## config.mk

```make
export PLATFORM = sky130hd
export DESIGN_NAME = lfu_page_replacement_unit
export DESIGN_NICKNAME = d
export VERILOG_FILES = /design/src/hdl/lfu_pkg.sv /design/src/hdl/lfu_ram.sv /design/src/hdl/lfu_ctrl.sv /design/src/hdl/lfu_datapath.sv /design/src/hdl/lfu_page_replacement_unit.sv
export SDC_FILE = /design/constraint.sdc
export NUM_CORES = 1
export LEC_CHECK = 0
export ABC_AREA = 1
export BUFFER_PORTS_ARGS = -buffer_cell sky130_fd_sc_hd__buf_2
export CAP_MARGIN = 20
export CORE_MARGIN = 5
export CORE_UTILIZATION = 45
export CTS_BUF_LIST = sky130_fd_sc_hd__clkbuf_16
export DETAILED_ROUTE_END_ITERATION = 12
export GPL_TIMING_DRIVEN = 0
export HOLD_SLACK_MARGIN = 0.15
export PLACE_DENSITY = 0.67
export SLEW_MARGIN = 25
export SYNTH_ARGS = -nofsm -noshare
export SYNTH_HDL_FRONTEND = slang
export SYNTH_SLANG_ARGS = --single-unit
```

## constraint.sdc

```tcl
create_clock -name clk_i -period 13.4 [get_ports clk_i]
set_input_delay 2.01 -clock clk_i [delete_from_list [all_inputs] [get_ports clk_i]]
set_output_delay 2.01 -clock clk_i [all_outputs]
set_load 0.02 [all_outputs]
```

## src/hdl/lfu_pkg.sv

```systemverilog
// shared constants and controller/datapath handshake types for the lfu replacement unit
`default_nettype none

package lfu_pkg;

  localparam int FRAME_COUNT_DEF = 16;

  localparam int PAGE_W  = 16;
  localparam int COUNT_W = 16;
  localparam int FAULT_W = 32;
  localparam int CFG_W   = 5;
  localparam int FIDX_W  = 4;
  localparam int ENTRY_W = PAGE_W + COUNT_W;

  localparam logic [CFG_W-1:0]   CFG_RESET = 5'd16;
  localparam logic [COUNT_W-1:0] COUNT_MAX = 16'hFFFF;
  localparam logic [FAULT_W-1:0] FAULT_MAX = 32'hFFFF_FFFF;

  // controller to datapath
  typedef struct packed {
    logic start;   // latch the word and clear the scan
    logic issue;   // read the next frame entry
    logic commit;  // update the table and present the result
  } lfu_cmd_t;

  // datapath to controller
  typedef struct packed {
    logic rd_more;   // frames still to be read
    logic scan_end;  // hit found or last frame evaluated
  } lfu_status_t;

endpackage

`default_nettype wire

```

## src/hdl/lfu_ram.sv

```systemverilog
// generic single write port ram with registered read
`default_nettype none

module lfu_ram #(
  parameter int WIDTH = 32,
  parameter int DEPTH = 16
) (
  input  wire logic                                  clk_i,
  input  wire logic                                  we_i,
  input  wire logic [(DEPTH > 1 ? $clog2(DEPTH) : 1)-1:0] waddr_i,
  input  wire logic [WIDTH-1:0]                      wdata_i,
  input  wire logic                                  re_i,
  input  wire logic [(DEPTH > 1 ? $clog2(DEPTH) : 1)-1:0] raddr_i,
  output logic      [WIDTH-1:0]                      rdata_o
);

  logic [WIDTH-1:0] mem_q [DEPTH];
  logic [WIDTH-1:0] rdata_q;

  always_ff @(posedge clk_i) begin
    if (we_i) begin
      mem_q[waddr_i] <= wdata_i;
    end
    if (re_i) begin
      rdata_q <= mem_q[raddr_i];
    end
  end

  assign rdata_o = rdata_q;

endmodule

`default_nettype wire

```

## src/hdl/lfu_ctrl.sv

```systemverilog
// controller state machine for the lfu replacement unit
`default_nettype none

module lfu_ctrl
  import lfu_pkg::*;
(
  input  wire logic        clk_i,
  input  wire logic        rst_ni,
  input  wire logic        start_i,
  input  wire lfu_status_t status_i,
  output lfu_cmd_t         cmd_o,
  output logic             busy_o
);

  localparam logic [1:0] ST_IDLE   = 2'd0;
  localparam logic [1:0] ST_SCAN   = 2'd1;
  localparam logic [1:0] ST_FINISH = 2'd2;

  logic [1:0] state_q, state_d;

  always_comb begin
    state_d      = state_q;
    cmd_o        = '0;
    case (state_q)
      ST_IDLE: begin
        if (start_i) begin
          cmd_o.start = 1'b1;
          state_d     = ST_SCAN;
        end
      end
      ST_SCAN: begin
        cmd_o.issue = status_i.rd_more && !status_i.scan_end;
        if (status_i.scan_end) begin
          state_d = ST_FINISH;
        end
      end
      ST_FINISH: begin
        cmd_o.commit = 1'b1;
        state_d      = ST_IDLE;
      end
      default: begin
        state_d = ST_IDLE;
      end
    endcase
  end

  always_ff @(posedge clk_i or negedge rst_ni) begin
    if (!rst_ni) begin
      state_q <= ST_IDLE;
    end else begin
      state_q <= state_d;
    end
  end

  assign busy_o = (state_q != ST_IDLE);

  a_finish_once: assert property (@(posedge clk_i) disable iff (!rst_ni)
    state_q == ST_FINISH |=> state_q == ST_IDLE)
    else $error("finish state held for more than one cycle");

  a_start_scans: assert property (@(posedge clk_i) disable iff (!rst_ni)
    cmd_o.start |=> state_q == ST_SCAN)
    else $error("accepted word did not enter the scan");

endmodule

`default_nettype wire

```

## src/hdl/lfu_datapath.sv

```systemverilog
// frame table, scan, victim selection and result registers for the lfu replacement unit
`default_nettype none

module lfu_datapath
  import lfu_pkg::*;
#(
  parameter int FRAME_COUNT = FRAME_COUNT_DEF
) (
  input  wire logic               clk_i,
  input  wire logic               rst_ni,
  input  wire lfu_cmd_t           cmd_i,
  output lfu_status_t             status_o,
  input  wire logic [PAGE_W-1:0]  page_number_i,
  input  wire logic               frames_in_use_we_i,
  input  wire logic [CFG_W-1:0]   frames_in_use_i,
  output logic                    done_o,
  output logic                    hit_o,
  output logic [FIDX_W-1:0]       frame_index_o,
  output logic                    evicted_valid_o,
  output logic [PAGE_W-1:0]       evicted_page_o,
  output logic [FAULT_W-1:0]      fault_total_o
);

  localparam int IW = (FRAME_COUNT > 1) ? $clog2(FRAME_COUNT) : 1;
  localparam int CW = $clog2(FRAME_COUNT + 1);

  logic [CFG_W-1:0]       frames_q;
  logic [FRAME_COUNT-1:0] valid_q;
  logic [FAULT_W-1:0]     fault_q, fault_d;

  logic [PAGE_W-1:0]  page_q;
  logic [CW-1:0]      n_q, n_eff;
  logic [CW-1:0]      rd_num_q;
  logic               ev_pend_q;
  logic [IW-1:0]      ev_idx_q;

  logic               found_q;
  logic [IW-1:0]      hit_idx_q;
  logic [COUNT_W-1:0] hit_count_q;
  logic [COUNT_W-1:0] best_q;
  logic [IW-1:0]      victim_q;
  logic               victim_valid_q;
  logic [PAGE_W-1:0]  victim_page_q;

  logic               done_q;
  logic               res_hit_q;
  logic [FIDX_W-1:0]  res_idx_q;
  logic               res_ev_valid_q;
  logic [PAGE_W-1:0]  res_ev_page_q;
  logic [FAULT_W-1:0] res_fault_q;

  logic [ENTRY_W-1:0] rdata;
  logic               ram_we;
  logic [IW-1:0]      ram_waddr;
  logic [ENTRY_W-1:0] ram_wdata;

  logic               ev_ent_valid;
  logic [PAGE_W-1:0]  ev_page;
  logic [COUNT_W-1:0] ev_count;
  logic               ev_match;
  logic               ev_better;
  logic               ev_last;

  // entry layout: page above count
  lfu_ram #(
    .WIDTH(ENTRY_W),
    .DEPTH(FRAME_COUNT)
  ) u_table (
    .clk_i  (clk_i),
    .we_i   (ram_we),
    .waddr_i(ram_waddr),
    .wdata_i(ram_wdata),
    .re_i   (cmd_i.issue),
    .raddr_i(rd_num_q[IW-1:0]),
    .rdata_o(rdata)
  );

  // clamp of the active frame count
  always_comb begin
    if (32'(frames_q) > 32'(FRAME_COUNT)) begin
      n_eff = CW'(FRAME_COUNT);
    end else if (frames_q == '0) begin
      n_eff = CW'(1);
    end else begin
      n_eff = CW'(frames_q);
    end
  end

  assign ev_ent_valid = valid_q[ev_idx_q];
  assign ev_page      = rdata[ENTRY_W-1 -: PAGE_W];
  assign ev_count     = ev_ent_valid ? rdata[COUNT_W-1:0] : '0;
  assign ev_match     = ev_pend_q && ev_ent_valid && (ev_page == page_q);
  assign ev_better    = ev_pend_q && ((ev_idx_q == '0) || (ev_count < best_q));
  assign ev_last      = ev_pend_q && (CW'(ev_idx_q) == (n_q - CW'(1)));

  assign status_o = '{rd_more: (rd_num_q < n_q), scan_end: (ev_match || ev_last)};

  always_comb begin
    fault_d   = (fault_q == FAULT_MAX) ? FAULT_MAX : fault_q + FAULT_W'(1);
    ram_we    = cmd_i.commit;
    ram_waddr = found_q ? hit_idx_q : victim_q;
    if (found_q) begin
      ram_wdata = {page_q,
                   (hit_count_q == COUNT_MAX) ? COUNT_MAX : hit_count_q + COUNT_W'(1)};
    end else begin
      ram_wdata = {page_q, COUNT_W'(1)};
    end
  end

  always_ff @(posedge clk_i or negedge rst_ni) begin
    if (!rst_ni) begin
      frames_q  <= CFG_RESET;
      valid_q   <= '0;
      fault_q   <= '0;
      ev_pend_q <= 1'b0;
      found_q   <= 1'b0;
      done_q    <= 1'b0;
    end else begin
      if (frames_in_use_we_i) begin
        frames_q <= frames_in_use_i;
      end
      ev_pend_q <= cmd_i.issue;
      done_q    <= cmd_i.commit;
      if (cmd_i.start) begin
        found_q <= 1'b0;
      end else if (ev_match && !found_q) begin
        found_q <= 1'b1;
      end
      if (cmd_i.commit && !found_q) begin
        valid_q[victim_q] <= 1'b1;
        fault_q           <= fault_d;
      end
    end
  end

  always_ff @(posedge clk_i) begin
    if (cmd_i.start) begin
      page_q   <= page_number_i;
      n_q      <= n_eff;
      rd_num_q <= '0;
    end else if (cmd_i.issue) begin
      rd_num_q <= rd_num_q + CW'(1);
    end
    if (cmd_i.issue) begin
      ev_idx_q <= rd_num_q[IW-1:0];
    end
    if (ev_match && !found_q) begin
      hit_idx_q   <= ev_idx_q;
      hit_count_q <= rdata[COUNT_W-1:0];
    end
    if (ev_better && !found_q) begin
      best_q         <= ev_count;
      victim_q       <= ev_idx_q;
      victim_valid_q <= ev_ent_valid;
      victim_page_q  <= ev_page;
    end
    if (cmd_i.commit) begin
      res_hit_q <= found_q;
      if (found_q) begin
        res_idx_q      <= FIDX_W'(hit_idx_q);
        res_ev_valid_q <= 1'b0;
        res_ev_page_q  <= '0;
        res_fault_q    <= fault_q;
      end else begin
        res_idx_q      <= FIDX_W'(victim_q);
        res_ev_valid_q <= victim_valid_q;
        res_ev_page_q  <= victim_valid_q ? victim_page_q : '0;
        res_fault_q    <= fault_d;
      end
    end
  end

  assign done_o          = done_q;
  assign hit_o           = res_hit_q;
  assign frame_index_o   = res_idx_q;
  assign evicted_valid_o = res_ev_valid_q;
  assign evicted_page_o  = res_ev_page_q;
  assign fault_total_o   = res_fault_q;

  a_hit_no_evict: assert property (@(posedge clk_i) disable iff (!rst_ni)
    done_q |-> !(res_hit_q && res_ev_valid_q))
    else $error("hit reported together with an eviction");

  a_fault_monotonic: assert property (@(posedge clk_i) disable iff (!rst_ni)
    ##1 fault_q >= $past(fault_q))
    else $error("fault counter went backwards");

  a_fill_marks_valid: assert property (@(posedge clk_i) disable iff (!rst_ni)
    cmd_i.commit && !found_q |=> valid_q[$past(victim_q)])
    else $error("filled frame not marked valid");

endmodule

`default_nettype wire

```

## src/hdl/lfu_page_replacement_unit.sv

```systemverilog
// top level of the lfu page replacement unit
`default_nettype none

// lfu page replacement unit: a word on page_number_i is taken when start_i is
// high and busy_o is low. the frame table sits in a single read port ram, so
// the controller walks the active frames one per cycle, comparing tags and
// tracking the lowest use count as it goes. a hit ends the scan early; a miss
// reads every active frame, the active frames numbering frames_in_use clamped
// to 1..FRAME_COUNT. the result is shown on the result ports for exactly one
// cycle with done_o high and must be taken then: there is no way to hold it
// off. frames_in_use is written through frames_in_use_we_i and is to be
// changed only while busy_o is low; frames beyond the active range keep their
// contents and rejoin when the range grows.
module lfu_page_replacement_unit
  import lfu_pkg::*;
#(
  parameter int FRAME_COUNT = FRAME_COUNT_DEF
) (
  input  wire logic               clk_i,
  input  wire logic               rst_ni,
  // word in
  input  wire logic               start_i,
  output logic                    busy_o,
  input  wire logic [PAGE_W-1:0]  page_number_i,
  // configuration
  input  wire logic               frames_in_use_we_i,
  input  wire logic [CFG_W-1:0]   frames_in_use_i,
  // result word
  output logic                    done_o,
  output logic                    hit_o,
  output logic [FIDX_W-1:0]       frame_index_o,
  output logic                    evicted_valid_o,
  output logic [PAGE_W-1:0]       evicted_page_o,
  output logic [FAULT_W-1:0]      fault_total_o
);

  lfu_cmd_t    cmd;
  lfu_status_t status;

  // sequencing: start, frame scan, commit
  lfu_ctrl u_ctrl (
    .clk_i   (clk_i),
    .rst_ni  (rst_ni),
    .start_i (start_i),
    .status_i(status),
    .cmd_o   (cmd),
    .busy_o  (busy_o)
  );

  // frame table, victim search and result registers
  lfu_datapath #(
    .FRAME_COUNT(FRAME_COUNT)
  ) u_datapath (
    .clk_i             (clk_i),
    .rst_ni            (rst_ni),
    .cmd_i             (cmd),
    .status_o          (status),
    .page_number_i     (page_number_i),
    .frames_in_use_we_i(frames_in_use_we_i),
    .frames_in_use_i   (frames_in_use_i),
    .done_o            (done_o),
    .hit_o             (hit_o),
    .frame_index_o     (frame_index_o),
    .evicted_valid_o   (evicted_valid_o),
    .evicted_page_o    (evicted_page_o),
    .fault_total_o     (fault_total_o)
  );

endmodule

`default_nettype wire
```

==> results of run 1 <==
[synth_stat cells, types with 13 or more instances]
cell type	n
o21bai_1	13
clkbuf_1	95
nand4_1	13
dfrtp_1	57
nand3_1	97
o221ai_1	52
nand2_1	271
nor3_1	13
mux2i_1	53
edfxtp_1	680
a21oi_1	29
inv_1	146
o32ai_1	76
nor2_1	373
ha_1	25
xor2_1	20
o21ai_0	214
[power breakdown]
group          internal, mW  switching (mW)  total (mW)
registers              2.94           0.186        3.12
clock network          1.09           0.883        1.98
logic                 0.542            1.36        1.91
[final cells by class]
cell class | instances | area (sq um) | share of cell area, %
diodes | 1 | 2.50 | 0.00717
plain buffers | 116 | 449 | 1.29
clock buffers | 76 | 1900 | 5.45
clock inverters | 59 | 400 | 1.15
inverters | 152 | 571 | 1.64
multi-input cells | 1335 | 7380 | 21.1
flip-flops and latches | 743 | 22000 | 63.0
well taps | 873 | 1090 | 3.13
repair buffers | 109 | 1120 | 3.22
[state kept, by name (all words and copies together) (netlist names), 5 cells and up]
signal,flops
u_datapath.page_q,16
u_datapath.u_table.mem_q,512
u_datapath.n_q,5
u_datapath.fault_q,32
u_datapath.rd_num_q,5
u_datapath.victim_page_q,16
u_datapath.hit_count_q,16
u_datapath.evicted_page_o,16
u_datapath.u_table.rdata_o,32
u_datapath.valid_q,16
u_datapath.frames_q,5
u_datapath.best_q,16
u_datapath.fault_total_o,32
[final timing paths]
path | from | endpoint | slack [ns]
min in group asynchronous | rst_ni | u_datapath.frames_q[1] | 1.26
max reg2reg | u_datapath.ev_idx_q[0] | u_datapath.victim_q[1] | 9.11
min | u_datapath.u_table.rdata_o[11] | u_datapath.hit_count_q[11] | 0.44
max in group asynchronous | rst_ni | u_datapath.frames_q[4] | 11.58
min reg2reg | u_datapath.u_table.rdata_o[11] | u_datapath.hit_count_q[11] | 0.44
max | u_datapath.ev_idx_q[0] | u_datapath.victim_q[1] | 9.11
[worst max-delay path, cell delays in order, from the launching register on]
cell and delay (ns):
edfxtp_1 0.47, buf_2 0.23, nand2_1 0.08, o21ai_0 0.09, nand2_1 0.07, nand3_1 0.06
nand2_1 0.08, nand2_1 0.21, inv_1 0.25, clkbuf_1 0.40, nor2_1 0.13, ha_1 0.34
a21oi_1 0.13, nor2_1 0.05, a211oi_1 0.18, o221a_2 0.21, nand2_1 0.11, a21oi_4 0.60
buf_16 0.24
[routing by layer]
| layer | wire length [um] | part of all wire, % |
|---|---|---|
| met1 | 32300 | 40 |
| met2 | 38300 | 47 |
| met4 | 2740 | 3.4 |
| met5 | 0 | 0 |
| met3 | 7610 | 9.4 |
[kinds of logic (layout without fill, tap and decap cells)]
| logic type | count (synthesis) | in the layout | synth area share, % |
|---|---|---|---|
| XOR/XNOR | 30 | 30 | 0.870 |
| AO/OA/AOI/OAI | 420 | 420 | 8.90 |
| AND/OR/NAND/NOR | 803 | 803 | 11.1 |
| buffers and inverters | 268 | 512 | 3.38 |
| flip-flops | 743 | 743 | 72.8 |
| multiplexers | 57 | 57 | 1.91 |
| other | 0 | 1 | 0 |
| adder cells (fa/ha/maj) | 25 | 25 | 1.04 |
[metrics by stage]
| stage | hold WS, ns | util [%] | total power [mW] | cell area (sq um) |
|---|---|---|---|---|
| floorplan | 0.424 | - | 4.21 | 30200 |
| global placement | 0.441 | 47.4 | 4.93 | 31700 |
| detailed placement | 0.443 | 48.8 | 5.05 | 32600 |
| CTS | 0.436 | 52.2 | 7.01 | 34900 |
| global route | 0.462 | 52.2 | 7.30 | 34900 |
| finish | 0.438 | 52.2 | 7.01 | 34900 |
==> impl_metrics.tcl, run 1 <==
set metrics [dict create \
    slew_violations 0 \
    slew_headroom_pct 26.6 \
    tightest_slew_ns 1.10 \
    wire_per_inst_um 23.3 \
    grt_pass1_vias 19699 \
    synthToLayoutAreaGrowth_pct 15.6 \
    dp_hpwl_um 55300 \
    layout_commonest_cell "edfxtp_1" \
    antenna_found_initial 2 \
    yosysUniqueCellTypes 51 \
    syn_inst 2346 \
    synthArstFlopShare_pct 7.81 \
    cts.sinks 743 \
    wirelength_um 80900 \
    worst_ep_required_time_ns 13.70 \
    hold_depth 0 \
    finalSetupViolCount 0 \
    gr-total-overflow 0 \
    placed_cells 3328 \
    ys_seq_area_share_pct 72.8 \
    cts_made_buffers 75 \
    status "finished, final reports clean" \
    ir_drop_mv 0.112 \
    io_buffers 80 \
    syn_nets 2396 \
    pre_cts_ws_ns 9.06 \
    place_congestion 0.876 \
    min_path_type "reg2reg" \
    grt_start_max_net_pins 41 \
    clock_path_buffers 3 \
    end_kind "flop" \
    synth_area_sq_um 30200 \
    initial_core_util_pct 45.2 \
    ant_nets 0 \
    ios 81 \
    yosys_warnings 0 \
    rsz0062_at_grt "false" \
    finClkSkew_ns 0.0591 \
    grt_pass1_wl_um 119000 \
    worstSetupPathType "reg2reg" \
    drt_pass1_iterations 7 \
    rows 95 \
    setup_ws_ns 9.11 \
    maxCapViolations 0 \
    fp.dieW_um 269 \
    arrival_ns 4.59 \
    htree_levels 3 \
    gr-max-usage-layer "met2" \
    synth_top_area_cell "edfxtp_1" \
    grt_usage_pct 21.9 \
    r2r_cells 18 \
    clk_pin_slew_ns 0.06 \
    final_cells 3464 \
    grt_use_met2_pct 35.7 \
    hold_violations 0 \
    synth.area.top_cells "edfxtp_1, dfrtp_1, nor2_1, o21ai_0, nand2_1" \
    coreArea_sq_um 66800 \
    nNetsFinal 2582 \
    holdBufCountCts 0 \
    period_needed_ns 4.29 \
    max_freq_ghz 0.233 \
    post_cts_buffers 0 \
    drive_above_1_share_pct 11.0 \
    ys_ff_latch 743 \
    drcViolationCount 0 \
    worst-path-max-fanout 20 \
    synth_edf_count 680 \
    fillers 5525 \
    drt_iter0_markers 2242 \
    ctsResizeCount 0 \
    period_share_pct 32.0 \
    layout_common_cells "edfxtp_1, nor2_1, nand2_1, o21ai_0, inv_1" \
    power.density_nw_per_um2 201 \
    crit_path_start_kind "flop" \
    synth.top_cell.area_share_pct 67.6 \
    root_buffer "clkbuf_16" \
    clkLatencyLatePin_ns 0.64 \
    ys.flop_type "edfxtp_1" \
    die_h_um 269 \
    avgSynthCellArea_sq_um 12.9 \
    tns_ns 0 \
    cts_tree "yes" \
    p_leak_nw 12.3 \
    grt.met3_usage_pct 4.66 \
    vias 20012 \
    die-area_sq_um 72400 \
    viasPerCell 5.78 \
    use_met1_pct 29.7 \
]
(Power assumes the default switching activity.)
==> run 2: changes to the inputs <==
==> constraint.sdc (replaced) <==
create_clock -name clk_i -period 4 [get_ports clk_i]
set_input_delay 0.6 -clock clk_i [delete_from_list [all_inputs] [get_ports clk_i]]
set_output_delay 0.6 -clock clk_i [all_outputs]
set_load 0.02 [all_outputs]
==> impl_metrics.tcl, run 2 (synthesized netlist as in run 1, its figures left out) <==
set metrics [dict create \
    status "finished, final reports clean" \
    maxCapViolations 0 \
    tightest_slew_ns 1.08 \
    min_path_type "in2reg" \
    finClkSkew_ns 0.0272 \
    layout_commonest_cell "edfxtp_1" \
    drt_iter0_markers 2310 \
    drt_pass1_iterations 6 \
    swShare_pct 34.0 \
    dp_hpwl_um 54900 \
    whs_ns 0.209 \
    clkLatencyLatePin_ns 0.64 \
    nNetsFinal 2601 \
    die-area_sq_um 72400 \
    top_register "u_datapath.u_table.mem_q" \
    viasPerCell 5.72 \
    grt_start_max_net_pins 59 \
    cts_tree "yes" \
    drive_above_1_share_pct 11.4 \
    cts_made_buffers 75 \
    period_needed_ns 3.60 \
    rsz0062_at_grt "false" \
    wire_per_inst_um 23.2 \
    vias 19912 \
    rows 95 \
    tns_ns 0 \
    final_cells 3484 \
    ios 81 \
    largest_register_ff_count 512 \
    period_share_pct 90.0 \
    p_leak_nw 12.5 \
    die_h_um 269 \
    hold_path.startpoint "frames_in_use_i[2]" \
    use_met1_pct 29.8 \
    power_frac_seq_pct 43.7 \
    clock_path_buffers 3 \
    antenna_found_initial 1 \
    layout_common_cells "edfxtp_1, nor2_1, nand2_1, o21ai_0, inv_1" \
    place_congestion 0.863 \
    r2r_slack_ns 0.40 \
    whs_endpoint "u_datapath.frames_q[2]" \
    grt_pass1_vias 19461 \
    worst_ep_required_time_ns 4.33 \
    synthToLayoutAreaGrowth_pct 17.1 \
    ir_drop_mv 0.320 \
    intPower_mw 15.8 \
    slew_violations 0 \
    io_buffers 80 \
    power_mw 24.0 \
    ant_nets 0 \
    placed_cells 3329 \
    fp.dieW_um 269 \
    htree_levels 3 \
    grt_usage_pct 21.8 \
    end_kind "flop" \
    worst-path-max-fanout 20 \
    worstSetupPathType "reg2reg" \
    drcViolationCount 0 \
    p_sw_mw 8.16 \
    coreArea_sq_um 66800 \
    arrival_ns 3.92 \
    hold_violations 0 \
    grt_pass1_wl_um 119000 \
    grt_use_met2_pct 35.7 \
    r2r_end "u_datapath.best_q[15]" \
    slew_headroom_pct 27.6 \
    crit_path_start_kind "flop" \
    r2r_cells 18 \
    gr-max-usage-layer "met2" \
    grt.met3_usage_pct 4.49 \
    cts.sinks 743 \
    combPwrFrac_pct 26.5 \
    rr_startpoint "u_datapath.ev_idx_q[2]" \
    fin_util_pct 52.9 \
    hold_depth 2 \
    power.density_nw_per_um2 679 \
    gr-total-overflow 0 \
    initial_core_util_pct 45.2 \
    clk_pin_slew_ns 0.06 \
    wirelength_um 80700 \
    p_clk_share_pct 29.8 \
    root_buffer "clkbuf_16" \
    finalSetupViolCount 0 \
    max_freq_ghz 0.278 \
]
==> run 2: cell types whose count changed in the layout (fill, tap and decap cells not counted), sizes merged <==
| cell | change |
|---|---|
| buf | +2 |
| bufinv | +7 |
| clkbuf | +1 |
| clkinvlp | +1 |
| dlygate4sd3 | +17 |
| inv | -8 |
==> run 2: power by group through the flow <==
stage / combinational [mW] / sequential [mW] / clock [mW]
global route: 6.90 / 10.6 / 7.54
finish: 6.37 / 10.5 / 7.15
CTS: 6.34 / 10.5 / 7.23
global placement: 5.83 / 10.6 / 0
detailed placement: 6.25 / 10.6 / 0
floorplan: 3.66 / 10.5 / 0
==> run 2: worst max-delay path by stage <==
stage,startpoint,endpoint,cells after the start
final,u_datapath.ev_idx_q[2],u_datapath.best_q[15],18
after global routing,u_datapath.ev_idx_q[2],u_datapath.best_q[15],18
after CTS,u_datapath.ev_idx_q[2],u_datapath.best_q[15],17
after detailed placement,u_datapath.ev_idx_q[0],u_datapath.best_q[6],18
after global placement,u_ctrl.state_q[0],u_datapath.u_table.mem_q[12][20],3
after floorplan,u_datapath.ev_idx_q[0],u_datapath.best_q[0],17
==> run 2: metal layers <==
metal / part of all wire (%) / vias up / wire length (um)
met2: 48 / 996 / 38600
met4: 3.1 / 0 / 2510
li1: - / 8920 / -
met3: 9.2 / 180 / 7440
met5: 0 / - / 0
met1: 40 / 9816 / 32100
==> run 2: final cells by class <==
| class | instances | area, sq um |
|---|---|---|
| inverters | 152 | 573 |
| flip-flops and latches | 743 | 22000 |
| clock buffers | 77 | 1930 |
| fillers | 5451 | 31400 |
| diodes | 1 | 2.50 |
| clock inverters | 59 | 607 |
| plain buffers | 116 | 450 |
| repair buffers | 128 | 1370 |
| well taps | 873 | 1090 |
| multi-input cells | 1335 | 7380 |
==> run 2: timing repair <==
| item | in CTS | in global routing |
|---|---|---|
| gates resized for setup | 0 | 3 |
| buffers inserted | 1 | 0 |
| endpoints found under the setup margin | 37 | 37 |
| hold buffers | 17 | 0 |
| hold endpoints to repair | 73 | 0 |
| cloned | 0 | 0 |
| pin swaps | 1 | 0 |
==> run 2: critical path, stage by stage (launching register included) <==
cell and delay (ns):
edfxtp_1 0.53, inv_1 0.23, nor2_1 0.06, nand3_1 0.08, nand2_1 0.05, nor2_1 0.12, nand2_1 0.08, nand2_2 0.18
inv_1 0.15, clkbuf_2 0.21, nor2_1 0.17, ha_1 0.27, a21oi_1 0.14, nor2_1 0.06, a211oi_1 0.17, o221a_2 0.21
nand2_1 0.12, a21oi_4 0.26, buf_16 0.20
==> run 2: metrics by stage <==
step / setup WS (ns) / cell area [sq um]
after floorplan: 0.139 / 30200
after detailed placement: -0.272 / 32600
after global routing: 0.107 / 35400
after CTS: 0.104 / 35400
after global placement: -1.49 / 31700
final: 0.400 / 35400
